$ cat src/hw/rtl/sliding_window_variance_monitor_defines.svh
// Assertion helpers shared by the RTL files of this block.
`ifndef SLIDING_WINDOW_VARIANCE_MONITOR_DEFINES_SVH
`define SLIDING_WINDOW_VARIANCE_MONITOR_DEFINES_SVH

`ifndef ASSERT_OFF
// clocked check, masked while reset is high
`define SWVM_ASSERT(label, clk, rst, prop, msg) \
   label: assert property (@(posedge clk) disable iff (rst) prop) else $error(msg);
// clocked check that also holds across reset
`define SWVM_ASSERT_NR(label, clk, prop, msg) \
   label: assert property (@(posedge clk) prop) else $error(msg);
`else
`define SWVM_ASSERT(label, clk, rst, prop, msg)
`define SWVM_ASSERT_NR(label, clk, prop, msg)
`endif

`endif

$ cat src/hw/rtl/swvm_pkg.sv
package swvm_pkg;

   localparam int SAMPLE_W    = 24;              // Q12.12 energy sample
   localparam int SQ_W        = 2 * SAMPLE_W - 1; // one squared sample, unsigned
   localparam int LEN_W       = 9;               // window_length register
   localparam int THRESH_W    = 64;              // variance_threshold register
   localparam int CSR_INDEX_W = 1;
   localparam int CSR_DATA_W  = THRESH_W;

   typedef enum logic [CSR_INDEX_W-1:0] {
      CSR_WINDOW_LENGTH      = 1'b0,
      CSR_VARIANCE_THRESHOLD = 1'b1
   } csr_index_type;

   // control travelling with an item between pipeline sections
   typedef struct packed {
      logic valid;
      logic window_full;
   } stage_tag_type;

endpackage

$ cat src/hw/rtl/swvm_stats.sv
module swvm_stats #(
   parameter int WINDOW_MAX = 256
) (
   input  logic                                                   clock,
   input  logic                                                   reset,
   input  logic                                                   clear,
   input  swvm_pkg::stage_tag_type                                in_tag,
   input  logic signed [swvm_pkg::SAMPLE_W-1:0]                   in_sample,
   input  logic signed [swvm_pkg::SAMPLE_W-1:0]                   in_old_sample,
   input  logic                                                   in_flag,
   input  logic                                                   in_old_flag,
   input  logic [swvm_pkg::SQ_W-1:0]                              in_sq_new,
   input  logic [swvm_pkg::SQ_W-1:0]                              in_sq_old,
   output logic                                                   in_ready,
   output swvm_pkg::stage_tag_type                                out_tag,
   output logic signed [swvm_pkg::SAMPLE_W+$clog2(WINDOW_MAX)-1:0] out_sum,
   output logic [swvm_pkg::SQ_W+$clog2(WINDOW_MAX)-1:0]           out_sum_sq,
   output logic                                                   out_flag_any,
   input  logic                                                   out_ready
);
   import swvm_pkg::*;

   localparam int LOG_W = $clog2(WINDOW_MAX);
   localparam int SUM_W = SAMPLE_W + LOG_W;
   localparam int SQS_W = SQ_W + LOG_W;
   localparam int CNT_W = $clog2(WINDOW_MAX + 1);

   logic                    load;
   logic                    take;
   logic                    valid_ff;
   logic                    full_ff;
   logic                    flag_any_ff;
   logic signed [SUM_W-1:0] sum_ff, sum_in;
   logic [SQS_W-1:0]        sum_sq_ff, sum_sq_in;
   logic [CNT_W-1:0]        flag_cnt_ff, flag_cnt_in;

   assign load     = !valid_ff || out_ready;
   assign in_ready = load;
   assign take     = load && in_tag.valid;

   // modular update; the true window totals always fit
   always_comb begin
      sum_in      = sum_ff + SUM_W'(in_sample) - SUM_W'(in_old_sample);
      sum_sq_in   = sum_sq_ff + SQS_W'(in_sq_new) - SQS_W'(in_sq_old);
      flag_cnt_in = flag_cnt_ff + CNT_W'(in_flag) - CNT_W'(in_old_flag);
   end

   always_ff @(posedge clock) begin
      if (reset || clear) begin
         sum_ff      <= '0;
         sum_sq_ff   <= '0;
         flag_cnt_ff <= '0;
      end else if (take) begin
         sum_ff      <= sum_in;
         sum_sq_ff   <= sum_sq_in;
         flag_cnt_ff <= flag_cnt_in;
      end
   end

   always_ff @(posedge clock) begin
      if (reset) begin
         valid_ff <= 1'b0;
      end else if (load) begin
         valid_ff <= in_tag.valid;
      end
   end

   always_ff @(posedge clock) begin
      if (take) begin
         full_ff     <= in_tag.window_full;
         flag_any_ff <= (flag_cnt_in != '0);
      end
   end

   assign out_tag.valid       = valid_ff;
   assign out_tag.window_full = full_ff;
   assign out_sum             = sum_ff;
   assign out_sum_sq          = sum_sq_ff;
   assign out_flag_any        = flag_any_ff;
endmodule

$ cat config.mk
export PLATFORM = sky130hd
export DESIGN_NAME = swvm_stats
export DESIGN_NICKNAME = d
export VERILOG_FILES = /design/src/hw/rtl/sliding_window_variance_monitor_defines.svh /design/src/hw/rtl/swvm_pkg.sv /design/src/hw/rtl/swvm_stats.sv
export SDC_FILE = /design/constraint.sdc
export NUM_CORES = 1
export LEC_CHECK = 0
export ABC_AREA = 1
export BUFFER_PORTS_ARGS = -buffer_cell sky130_fd_sc_hd__buf_2
export CORE_MARGIN = 4
export CORE_UTILIZATION = 35
export CTS_BUF_LIST = sky130_fd_sc_hd__clkbuf_2 sky130_fd_sc_hd__clkbuf_4 sky130_fd_sc_hd__clkbuf_8
export DETAILED_ROUTE_END_ITERATION = 8
export SLEW_MARGIN = 20
export SYNTH_ARGS = -nofsm -noshare
export SYNTH_HDL_FRONTEND = slang
export SYNTH_SLANG_ARGS = --single-unit
$ cat constraint.sdc
create_clock -name clock -period 6.23 [get_ports clock]
set_input_delay 1.246 -clock clock [delete_from_list [all_inputs] [get_ports clock]]
set_output_delay 1.246 -clock clock [all_outputs]
set_load 0.02 [all_outputs]
==> results.md, run 1 <==
* Status: finished clean
* Fin. Hold Viols at 0
* Wire length on met2 at 21790 microns
* Via count at 14110
* Crit Path Category: input port to flip-flop
* DP HPWL at 39480 microns
* Max Cap Violations at 0
* Gp weighted congestion at 0.9465
* Worst reg-to-reg setup slack at roughly 3.3 ns
* Antenna cells at 0
* Clk buf depth at 2
* Area growth from synthesis to layout at 14.13%
* Yosys Warn Count at 0
* CTS Sinks at 99
* Rel. slew slack at around two fifths
* Drc violations at 0
* First-pass DRT Iterations at 5
* Final WS setup at 2.801 ns
* Die W at 206.0 microns
* Syn_nets at 2656
* Worst Setup Start Kind: input port
* Hold path endpoint: flag_cnt_ff[0]
* Post-synth top area cell: inv_1
* Total track usage at 21.92%
* Worst min-delay path class: flip-flop to flip-flop
* Synth async-reset ratio at 0%
* CTS root buf: clkbuf_8
* Mapped cell area at roughly 14000 sq um
* Final count of pins violating max slew at 0
* Hold Crit Start: flag_cnt_ff[0]
* Top layer in use: met5
* Placed Area at 15450 sq um
* Crit path capture type: flip-flop
* Die height at roughly 210 microns
* Met1 Wirelength at 20780 microns
* Port bufs at 240
* Placeable Area at 38740 sq um
* Share of the yosys chip area belonging to registers at 14.59%
* RSZ-0062 raised after global routing: false
* Routed len/inst at 15.12 microns
* DR iter-0 viols at 695
* WHS Path Cells at 2
* Yosys top cell area share at 19.50%
* Die Footprint at about 42000 sq um
* Latest clock arrival within the worst-skew pair at 0.46 ns
* Synth cell types at 43
* Synth area leaders: inv_1 20%, nand2_1 17%, dfxtp_1 14%
* Max frequency at 291.6 MHz
* Worst Tran Pin Value at 0.9258 ns
* Starting Density at 35.43%
* Number of global-route vias before repair at 13970
* Fin area at approximately 16000 sq um
* CTS tree: yes
* Crit path time final at 3.429 ns
* Final setup fails at 0
* Fillers at 4395
* Mapped Cells at 2330
* I/O pin count at roughly 240
* Routed wire length at 46530 microns
* Post-route ant nets at 0
* Critical Path RT at 6.59 ns
* P_leak at 9.785 nW
* GR Overflow Total at 0
* Worst ir drop on vdd at 122.6 uV
* Initial antenna violation count at 1
* Cts bufs inserted at 9
* Arrival time worst endpoint at 3.79 ns
* Metal3 WL at 2201 microns
* Worst slack, placed at 2.307 ns
* Number of synthesized flops with an enable pin at 2
* Mapped Avg Cell Area at around 5.9 sq um
* Worst R2R Start: out_sum_sq[42]
* # rows at 72
* Power Density at 207.7 nW/um^2
* Clk slew on worst S/H paths at 0.12 ns
* H-tree Lvls at 3
* Worst R2R End: out_sum_sq[46]
* Cts repair resizes at 0
* Util after Layout at 40.44%
* Setup crit start: in_sample[23]
* Worst-path fanout max at 8
* Setup TNS at 0 ns
* Via density at roughly 4.6
* Leading register cell type out of synthesis: dfxtp_1
* Clock skew at 0.01591 ns
* Final Hold Slack at between 0.4 and 0.5 ns
* Post-layout nets at 2880
* Layout cell share with drive strength beyond 1 at 13.68%
* Worst R2R Path Depth at 15
* Yosys reg bits at between 90 and 100
* # Post-CTS Setup Buffers at 0
* Global-route wire length before repair at 72850 microns
* Largest net degree at the start of global routing at 84
* Final worst-path cycle share at 55.04%
* Hold-fix buffers, CTS at 0
[logic make-up after synthesis]
| kind of cell | synth area share [%] |
|---|---|
| buffers and inverters | 21.11 |
| adder cells (fa/ha/maj) | 20.37 |
| XOR/XNOR | 3.063 |
| flip-flops | 14.59 |
| AND/OR/NAND/NOR | 30.45 |
| AO/OA/AOI/OAI | 10.42 |
[where the power goes]
part | internal, mW | switching, mW | total [mW]
combinational | 0.660 | 1.37 | 2.03
sequential | 0.679 | 0.0268 | 0.706
clock | 0.200 | 0.315 | 0.515
[worst max-delay path: stages]
cell and delay (ns):
buf_2 0.11, inv_1 0.42, fa_1 0.51, inv_1 0.07, ha_1 0.29, a21oi_1 0.23, o21ai_0 0.16, a21o_1 0.18
nor2_1 0.24, nand2_1 0.08, nand2_1 0.06, nand3_1 0.06, nand2_1 0.08, inv_1 0.04
[cell usage after synthesis, types with 3 or more instances]
| library cell | count |
|---|---|
| nor3_2 | 5 |
| nand2_1 | 618 |
| o21ai_1 | 3 |
| clkbuf_1 | 18 |
| nor3_1 | 11 |
| nor2_4 | 8 |
| nand3_1 | 123 |
| a21o_1 | 4 |
| nand4_1 | 17 |
| a21oi_1 | 165 |
| inv_1 | 713 |
| a31o_2 | 3 |
| ha_1 | 97 |
| xor2_1 | 45 |
| o211ai_1 | 5 |
| nand2_2 | 23 |
| nor2_1 | 125 |
| inv_2 | 15 |
| o21ai_0 | 78 |
| fa_1 | 79 |
| nand3_2 | 7 |
| buf_2 | 4 |
| buf_4 | 4 |
| dfxtp_1 | 97 |
| nor4_1 | 4 |
| o21bai_1 | 8 |
| and2_1 | 4 |
| xnor2_1 | 3 |
| nor2_2 | 22 |
[sequential cells by signal, indices dropped and copies added, names as in the netlist]
register,count
flag_cnt_ff,9
full_ff,1
out_flag_any,1
out_sum,32
out_sum_sq,55
valid_ff,1
[layer usage]
layer / vias up / track usage (%)
met2: 369 / 37.94
met4: 2 / 8.032
met1: 6352 / 28.03
met5: - / 0
li1: 7304 / -
met3: 80 / 2.683
[stage by stage]
| stage | instances | total power [mW] |
|---|---|---|
| detailed placement | 3061 | 2.746 |
| finish | 3077 | 3.253 |
| global route | 3077 | 3.577 |
| global placement | 3061 | 2.734 |
| floorplan | 2330 | 2.144 |
| CTS | 3077 | 3.286 |
[worst max path at each step]
stage | end | depth (start not counted)
3_3_place_gp | out_sum[25] | 14
3_5_place_dp | out_sum[25] | 14
5_1_grt | out_sum[30] | 15
6_report | out_sum[25] | 14
2_1_floorplan | out_sum[31] | 13
4_1_cts | out_sum[25] | 14
[area by class of cell]
| cell class | instances | area [sq um] | share of cell area (%) |
|---|---|---|---|
| timing repair buffer | 244 | 1231 | 7.860 |
| clock buffer | 10 | 131.4 | 0.8387 |
| multi-input combinational | 1470 | 8832 | 56.39 |
| inverter | 730 | 2740 | 17.49 |
| clock inverter | 6 | 78.83 | 0.5032 |
| tap | 518 | 648.1 | 4.138 |
| sequential | 99 | 2002 | 12.78 |
[placed cells by master, fill, tap and decap left out, drive strengths merged, types with 3 or more instances in the layout]
master,count
nand4,17
nand2,642
nor3,18
and2,4
o211ai,5
o21ai,82
buf,244
nand3,130
a21oi,165
nor2,155
inv,733
xnor2,3
clkbuf,10
xor2,45
a21o,4
a31o,3
o21bai,8
dfxtp,97
fa,79
ha,97
nor4,4
No activity file was read; power rests on OpenSTA's default activity.
==> run 2: changes to the inputs <==
--- a/config.mk
+++ b/config.mk
@@ -5,7 +5,7 @@
 export SDC_FILE = /design/constraint.sdc
 export NUM_CORES = 1
 export LEC_CHECK = 0
-export ABC_AREA = 1
+export ABC_AREA = 0
 export BUFFER_PORTS_ARGS = -buffer_cell sky130_fd_sc_hd__buf_2
 export CORE_MARGIN = 4
 export CORE_UTILIZATION = 35
==> constraint.sdc (replaced) <==
create_clock -name clock -period 2.9 [get_ports clock]
set_input_delay 0.58 -clock clock [delete_from_list [all_inputs] [get_ports clock]]
set_output_delay 0.58 -clock clock [all_outputs]
set_load 0.02 [all_outputs]
==> run 2 against run 1 <==
The run now ends with negative setup slack left. Global-route usage shrank 1.7 points. Wire length shrank 23%. Sequential cell count unchanged. Die area shrank 19%. Utilization up 14 points. Total power rose to 2.7 times the previous value. Non-clock buffer count grew 352. Final cell count fell by 21%. Via count shrank 17%. Clock skew up 0.0057 ns. Register-to-register slack got worse by 4.0 ns. Highest routed layer unchanged.
==> results.md, run 2 <==
* Share of the yosys chip area belonging to registers at 18.11% (was 14.59%)
* Worst R2R End: out_sum_sq[48] (was out_sum_sq[46])
* Synth Area in Adders at 25.28% (was 20.37%)
* Worst reg-to-reg setup slack at -0.64 ns (was 3.31 ns)
* Post-synth top area cell: dfxtp_1 (was inv_1)
* Final count of pins violating max slew at 0 (unchanged)
* Layout cell share with drive strength beyond 1 at 41.85% (was 13.68%)
* Routed len/inst at 14.71 microns (was 15.12 microns)
* Yosys Warn Count at 0 (unchanged)
* Cts bufs inserted at 9 (unchanged)
* Arrival time worst endpoint at 3.86 ns (was 3.79 ns)
* Metal3 WL at 1350 microns (was 2201 microns)
* Largest net degree at the start of global routing at 53 (was 84)
* First-pass DRT Iterations at 6 (was 5)
* Synth cell types at 77 (was 43)
* Highest-count cells in the layout ignoring fill and taps: 330 x buf_4, 319 x inv_1, 240 x buf_2 (was 713 x inv_1, 617 x nand2_1, 240 x buf_2)
* Status: finished, violations left (was finished clean)
* Clock skew at 0.02161 ns (was 0.01591 ns)
* Violated checks: negative setup slack
* Final WS setup at -0.6433 ns (was 2.801 ns)
* Crit Path Category: flip-flop to flip-flop (was input port to flip-flop)
* Port bufs at 240 (unchanged)
* Largest register FFs at 55 (unchanged)
* Mapped Cells at 1490 (was 2330)
* Worst Setup Start Kind: flip-flop (was input port)
* DR iter-0 viols at 457 (was 695)
* RSZ-0062 raised after global routing: true (was false)
* Worst-path fanout max at 3 (was 8)
* Slowest library cell on the worst path: fa_1 (unchanged)
* Clk slew on worst S/H paths at 0.12 ns (about the same)
* CTS tree: yes (unchanged)
* Met1 Wirelength at 16220 microns (was 20780 microns)
* GR Overflow Total at 0 (unchanged)
* Critical Path RT at 3.22 ns (was 6.59 ns)
* Worst R2R Path Depth at 16 (was 15)
* Max Cap Violations at 0 (unchanged)
* Power Density at 522.9 nW/um^2 (was 207.7 nW/um^2)
* H-tree Lvls at 3 (unchanged)
* CP bufs+invs at 4 (unchanged)
* Fin area at 16920 sq um (was 15660 sq um)
* Worst Tran Pin Value at 0.5416 ns (was 0.9258 ns)
* Mapped cell area at 11060 sq um (was 13720 sq um)
* Drc violations at 0 (unchanged)
* Delay-heaviest family, CP: compound AO/OA/AOI/OAI gates (was adder cells)
* Mux cell area share after synthesis at 0.09053% (was 0%)
* Count leader, synth: inv_1 (unchanged)
* Largest stage delay on the critical path at 0.50 ns (was 0.51 ns)
* Global-route wire length before repair at 57120 microns (was 72850 microns)
* Yosys top cell area share at 17.56% (was 19.50%)
* Post-layout nets at 2369 (was 2880)
* Crit path capture type: flip-flop (unchanged)
* Critical Path End: out_sum_sq[48] (was out_sum[25])
* Worst R2R Start: out_sum_sq[1] (was out_sum_sq[42])
* Clk buf depth at 2 (unchanged)
* # rows at 64 (was 72)
* Final worst-path cycle share at 122.2%
* Via density at 4.806 (was 4.585)
* Synth Area in Simple Gates at 15.21% (was 30.45%)
* Area growth from synthesis to layout at 53.00% (was 14.13%)
* Worst ir drop on vdd at 318.6 uV (was 122.6 uV)
* Total track usage at 20.17% (was 21.92%)
* Number of synthesized flops with an enable pin at 2 (unchanged)
* Latest clock arrival within the worst-skew pair at 0.43 ns (was 0.46 ns)
* Leading register cell type out of synthesis: dfxtp_1 (unchanged)
* Synth Area in XOR/XNOR at 6.099% (was 3.063%)
* Fin. Hold Viols at 0 (unchanged)
* Util after Layout at 54.73% (was 40.44%)
* Final setup fails at 54 (was 0)
* Routed wire length at 35970 microns (was 46530 microns)
* Mapped Avg Cell Area at 7.421 sq um (was 5.890 sq um)
* Worst min-delay path class: input port to flip-flop (was flip-flop to flip-flop)
* CTS Sinks at 99 (unchanged)
* Die W at 185.7 microns (was 206.0 microns)
* Rel. slew slack at 63.84% (was 38.28%)
* Commonest non-fill, non-tap cell in the layout: buf_4 (was inv_1)
* Top layer in use: met5 (unchanged)
* Starting Density at 35.77% (was 35.43%)
* Initial antenna violation count at 2 (was 1)
* Synth cell count leaders: 345 x inv_1, 185 x nand2_1, 144 x a21oi_1, 97 x dfxtp_1, 97 x ha_1 (was 713 x inv_1, 618 x nand2_1, 165 x a21oi_1, 125 x nor2_1, 123 x nand3_1)
* Synth async-reset ratio at 0% (unchanged)
* Compound-Gate Fraction of Synth Area at 21.52% (was 10.42%)
* Largest family of logic cells by synthesized area: adder cells (was simple AND/OR/NAND/NOR gates)
* Final Hold Slack at 0.3329 ns (was 0.4650 ns)
* Die height at 185.7 microns (was 206.0 microns)
* Synth area leaders: dfxtp_1 18%, fa_1 14%, inv_1 12% (was inv_1 20%, nand2_1 17%, dfxtp_1 14%)
* Crit path depth at 16 (was 14)
* Placeable Area at 30910 sq um (was 38740 sq um)
* Wire length on met2 at 17720 microns (was 21790 microns)
* Syn_nets at 1816 (was 2656)
* Setup TNS at -17.64 ns (was 0 ns)
* Number of global-route vias before repair at 11970 (was 13970)
* Max frequency at 282.2 MHz
* P_leak at 8.632 nW (was 9.785 nW)
* Post-route ant nets at 0 (unchanged)
* Die Footprint at 34500 sq um (was 42440 sq um)
* Setup crit start: out_sum_sq[1] (was in_sample[23])
* Via count at 11750 (was 14110)
* Cell Chain, Critical Path: inv_2 > fa_1 > inv_2 > fa_2 > a211o_1 > a221oi_2 > buf_4 > a211oi_4 > o21ai_2 > nand3_2 > o41ai_4 > buf_4 > o31ai_4 > a31oi_1 > xor2_1 > o21ai_1 (was buf_2 > inv_1 > fa_1 > inv_1 > ha_1 > a21oi_1 > o21ai_0 > a21o_1 > nor2_1 > nand2_1 > nand2_1 > nand3_1 > nand2_1 > inv_1)
* DP HPWL at 27880 microns (was 39480 microns)
* Placed Area at 15240 sq um (was 15450 sq um)
* I/O pin count at 241 (unchanged)
* Gp weighted congestion at 0.9168 (was 0.9465)
* Yosys reg bits at 99 (unchanged)
* Worst slack, placed at -1.125 ns (was 2.307 ns)
* Crit path time final at 3.543 ns
* CTS root buf: clkbuf_8 (unchanged)
==> run 2: layout make-up <==
cell class | count | area, sq um
Fill cell | 2911 | 13990
Clock inverter | 7 | 116.4
Multi-Input combinational cell | 992 | 8859
Inverter | 345 | 1313
Timing Repair Buffer | 596 | 3980
Sequential cell | 99 | 2028
Clock buffer | 9 | 123.9
Tap cell | 396 | 495.5
Antenna cell | 1 | 2.502
==> run 2: worst reg2reg max path: cells and delay by family (launching register included) <==
kind / cells / cell delay [ns]
fa+ha+maj: 2 / 0.88
flops: 1 / 0.35
simple gates: 1 / 0.13
xor+xnor: 1 / 0.18
buf+inv: 4 / 0.48
compound gates: 8 / 1.44
==> run 2: per-layer routing <==
layer / vias to the layer above / GRT usage (%)
met5: - / 0
met4: 2 / 5.596
met3: 39 / 2.599
met2: 236 / 35.53
met1: 5562 / 25.99
li1: 5911 / -
==> run 2: stage by stage <==
step / instances / power, mW
detailed placement: 2382 / 6.777
global route: 2445 / 9.534
global placement: 2382 / 6.716
CTS: 2420 / 8.398
floorplan: 1490 / 4.775
finish: 2445 / 8.847
==> run 2: kinds of logic after synthesis <==
logic type	after synthesis
buffers and inverters	399
and+or+nand+nor	370
AOI/OAI and AO/OA	368
adders and majority gates	176
DFF	99
xor gates and xnor gates	77
muxes	1
==> run 2: worst min-delay path by stage <==
stage                              start        endpoint  cells past startpoint  slack (ns)
after floorplan           flag_cnt_ff[0]  flag_cnt_ff[0]                      2        0.44
after global placement    flag_cnt_ff[0]  flag_cnt_ff[0]                      2        0.44
after detailed placement  flag_cnt_ff[0]  flag_cnt_ff[0]                      2        0.46
after CTS                      in_tag[0]         full_ff                      1        0.29
after global routing           in_tag[0]         full_ff                      1        0.31
final                          in_tag[0]         full_ff                      1        0.33
==> run 2: repair_timing <==
action,in CTS,in global routing
endpoints found under the setup margin,64,69
endpoints found under the hold margin,0,0
pin swaps,87,117
buffers inserted,24,33
gates resized for setup,105,126
hold buffers,0,0
==> run 2: where the power goes <==
group / switching, mW / internal, mW
Sequential: 0.0798 / 1.49
Combinational: 3.08 / 3.02
Clock: 0.610 / 0.572
==> run 3: changes to the inputs <==
--- a/config.mk
+++ b/config.mk
@@ -11,6 +11,7 @@
 export CORE_UTILIZATION = 35
 export CTS_BUF_LIST = sky130_fd_sc_hd__clkbuf_2 sky130_fd_sc_hd__clkbuf_4 sky130_fd_sc_hd__clkbuf_8
 export DETAILED_ROUTE_END_ITERATION = 8
+export SKIP_LAST_GASP = 1
 export SLEW_MARGIN = 20
 export SYNTH_ARGS = -nofsm -noshare
 export SYNTH_HDL_FRONTEND = slang
==> constraint.sdc (replaced) <==
create_clock -name clock -period 3.59 [get_ports clock]
set_input_delay 0.718 -clock clock [delete_from_list [all_inputs] [get_ports clock]]
set_output_delay 0.718 -clock clock [all_outputs]
set_load 0.02 [all_outputs]
==> run 3 against run 2 <==
The run now ends clean. Combinational power is 37% lower. Critical path depth stayed put. Sequential power is 18% lower. Sequential share of layout area is 1.9 points higher. Worst hold slack better by 0.13 ns. Wire length is 7.1% lower. Final area is 15% lower. Register-to-register slack better by 0.71 ns. Clock skew is 0.0021 ns higher. Highest routed layer is now met4.
==> results.md, run 3 (synthesis gave the netlist of run 2 again) <==
* Fin. Hold Viols at 0 (unchanged)
* GR Overflow Total at 0 (unchanged)
* Worst Tran Pin Value at 0.7826 ns (was 0.5416 ns)
* I/O pin count at 241 (unchanged)
* Largest register FFs at 55 (unchanged)
* Setup crit start: in_sq_new[1] (was out_sum_sq[1])
* Final count of pins violating max slew at 0 (unchanged)
* DP HPWL at 27280 microns (was 27880 microns)
* Share of power burned in registers at 21.5% (was 17.7%)
* Number of global-route vias before repair at 10970 (was 11970)
* Cell Chain, Critical Path: buf_8 > inv_8 > fa_2 > inv_2 > buf_4 > ha_4 > a21oi_2 > o21ai_2 > o31ai_4 > nor3_2 > nor2_4 > a21oi_4 > o41ai_4 > nor4_2 > or3_1 > a32o_1 (was inv_2 > fa_1 > inv_2 > fa_2 > a211o_1 > a221oi_2 > buf_4 > a211oi_4 > o21ai_2 > nand3_2 > o41ai_4 > buf_4 > o31ai_4 > a31oi_1 > xor2_1 > o21ai_1)
* Fillers at 3171 (was 2911)
* Slowest library cell on the worst path: fa_2 (was fa_1)
* Latest clock arrival within the worst-skew pair at 0.41 ns (was 0.43 ns)
* Largest net degree at the start of global routing at 51 (was 53)
* Final Hold Slack at 0.4678 ns (was 0.3329 ns)
* Crit Path Category: input port to flip-flop (was flip-flop to flip-flop)
* Worst Setup Start Kind: input port (was flip-flop)
* Crit path capture type: flip-flop (unchanged)
* Placed Area at 13920 sq um (was 15240 sq um)
* Area of the multi-input gates at 7839 sq um (was 8859 sq um)
* Routed wire length at 33420 microns (was 35970 microns)
* RSZ-0062 raised after global routing: true (unchanged)
* Hold Crit Start: flag_cnt_ff[0] (was in_tag[0])
* Die W at 185.7 microns (unchanged)
* CP bufs+invs at 4 (unchanged)
* Die Footprint at 34500 sq um (unchanged)
* CTS Sinks at 99 (unchanged)
* Port bufs at 240 (unchanged)
* Gate power share at 65.1% (was 68.9%)
* Hold-fix buffers, CTS at 0 (unchanged)
* Arrival time worst endpoint at 3.87 ns (was 3.86 ns)
* Total track usage at 19.06% (was 20.17%)
* Switch share at 43.80% (was 42.56%)
* Via count at 10980 (was 11750)
* CTS root buf: clkbuf_8 (unchanged)
* Highest-count cells in the layout ignoring fill and taps: 336 x inv_1, 239 x buf_2, 184 x nand2_1 (was 330 x buf_4, 319 x inv_1, 240 x buf_2)
* Clock power frac at 13.5% (was 13.4%)
* Max frequency at 281.6 MHz
* Commonest non-fill, non-tap cell in the layout: inv_1 (was buf_4)
* Drc violations at 0 (unchanged)
* Area growth from synthesis to layout at 30.76% (was 53.00%)
* Delay-heaviest family, CP: compound AO/OA/AOI/OAI gates (unchanged)
* Total Power at 5.956 mW (was 8.847 mW)
* P_leak at 7.547 nW (was 8.632 nW)
* Placeable Area at 30910 sq um (unchanged)
* Final worst-path cycle share at 98.93%
* Post-route ant nets at 0 (unchanged)
* Pint at 3.347 mW (was 5.082 mW)
* Crit path time final at around 3.6 ns
* Power Density at 412.0 nW/um^2 (was 522.9 nW/um^2)
* Register area at 2006 sq um (was 2028 sq um)
* Setup TNS at 0 ns (was -17.64 ns)
* NetSw at 2.609 mW (was 3.765 mW)
* Via density at 4.831 (was 4.806)
* First-pass DRT Iterations at 5 (was 6)
* Clk slew on worst S/H paths at 0.11 ns (was 0.12 ns)
* Worst ir drop on vdd at 183.4 uV (was 318.6 uV)
* Initial antenna violation count at 1 (was 2)
* Post-layout nets at 2196 (was 2369)
* Layout cell share with drive strength beyond 1 at 27.31% (was 41.85%)
* Status: finished clean (was finished, violations left)
* Fin area at 14460 sq um (was 16920 sq um)
* Worst min-delay path class: flip-flop to flip-flop (was input port to flip-flop)
* # rows at 64 (unchanged)
* Critical Path RT at 3.91 ns (was 3.22 ns)
* Global-route wire length before repair at 53890 microns (was 57120 microns)
* Worst R2R Start: out_sum_sq[3] (was out_sum_sq[1])
* Cts bufs inserted at 9 (unchanged)
* Largest stage delay on the critical path at 0.59 ns (was 0.50 ns)
* CTS tree: yes (unchanged)
* Routed len/inst at 14.70 microns (was 14.71 microns)
* Worst-path fanout max at 4 (was 3)
* Clk buf depth at 2 (unchanged)
* Starting Density at 35.77% (unchanged)
* Gp weighted congestion at 0.8837 (was 0.9168)
* Rel. slew slack at 47.82% (was 63.84%)
* Max Cap Violations at 0 (unchanged)
* Die height at 185.7 microns (unchanged)
* H-tree Lvls at 3 (unchanged)
* Final setup fails at 0 (was 54)
* DR iter-0 viols at 469 (was 457)
* Clock skew at 0.02370 ns (was 0.02161 ns)
run 3: cell types whose count changed in the layout (fill, tap and decap cells not counted), moves of 16 or more:
cell     delta
dfxtp_2    -18
a21oi_2    -31
a21oi_1    +35
o21ai_0    +16
inv_1      +17
buf_6      -24
dfxtp_1    +18
buf_4     -149
ha_4       -22
ha_1       +24
run 3: worst reg2reg max path: stages, from the launching register on:
cell	delay [ns]
dfxtp_1	0.40
inv_1	0.07
fa_1	0.51
inv_1	0.05
ha_1	0.30
o211a_1	0.20
a221oi_2	0.08
buf_4	0.14
a211o_1	0.30
a21oi_2	0.20
o22ai_2	0.14
o211ai_1	0.21
o211ai_1	0.25
a211oi_2	0.31
a21o_1	0.16
a21oi_2	0.05
run 3: stage by stage:
stage / cells / setup slack, ns / util (%)
after global routing: 2272 / -0.1060 / 46.77
after detailed placement: 2242 / -0.5633 / 45.03
after global placement: 2242 / -0.5468 / 45.03
after CTS: 2262 / -0.03615 / 45.89
final: 2273 / 0.03845 / 46.77
after floorplan: 1490 / -0.08841 / -
run 3: power groups by stage:
stage                     clock [mW]  sequential, mW  combinational (mW)
after CTS                      0.831            1.28                3.76
after detailed placement           0            1.30                3.71
after global routing           0.866            1.29                4.30
after global placement             0            1.30                3.67
after floorplan                    0            1.39                2.30
final                          0.802            1.28                3.87
run 3: layer usage:
metal | share of wire [%] | up-vias | global-route usage (%) | wire length, microns
li1 | - | 5577 | - | -
met1 | 48 | 5145 | 26.19 | 16040
met2 | 46 | 226 | 31.70 | 15450
met3 | 3.9 | 32 | 2.501 | 1303
met4 | 1.9 | 0 | 4.984 | 626
met5 | 0 | - | 0 | 0
run 3: cell type report:
type	instances	share of cell area, %
antenna	2	0.03462
clock buffer	14	1.333
clock inverter	2	0.1125
inverter	345	9.009
multi-input combinational	992	54.22
sequential	99	13.87
tap	396	3.427
timing repair buffer	423	17.99
run 3: worst paths after layout:
| path | slack (ns) | end | cells after the start |
|---|---|---|---|
| setup / recovery | 0.04 | out_sum_sq[49] | 16 |
| hold / removal | 0.47 | flag_cnt_ff[0] | 2 |
| setup reg to reg | 0.07 | out_sum_sq[54] | 15 |
| hold reg to reg | 0.47 | flag_cnt_ff[0] | 2 |
run 3: timing repair:
| item | in CTS | in global routing |
|---|---|---|
| pin swaps | 13 | 47 |
| buffers inserted | 4 | 9 |
| resized for setup | 5 | 40 |
| endpoints found under the setup margin | 9 | 30 |
| hold endpoints to repair | 0 | 0 |
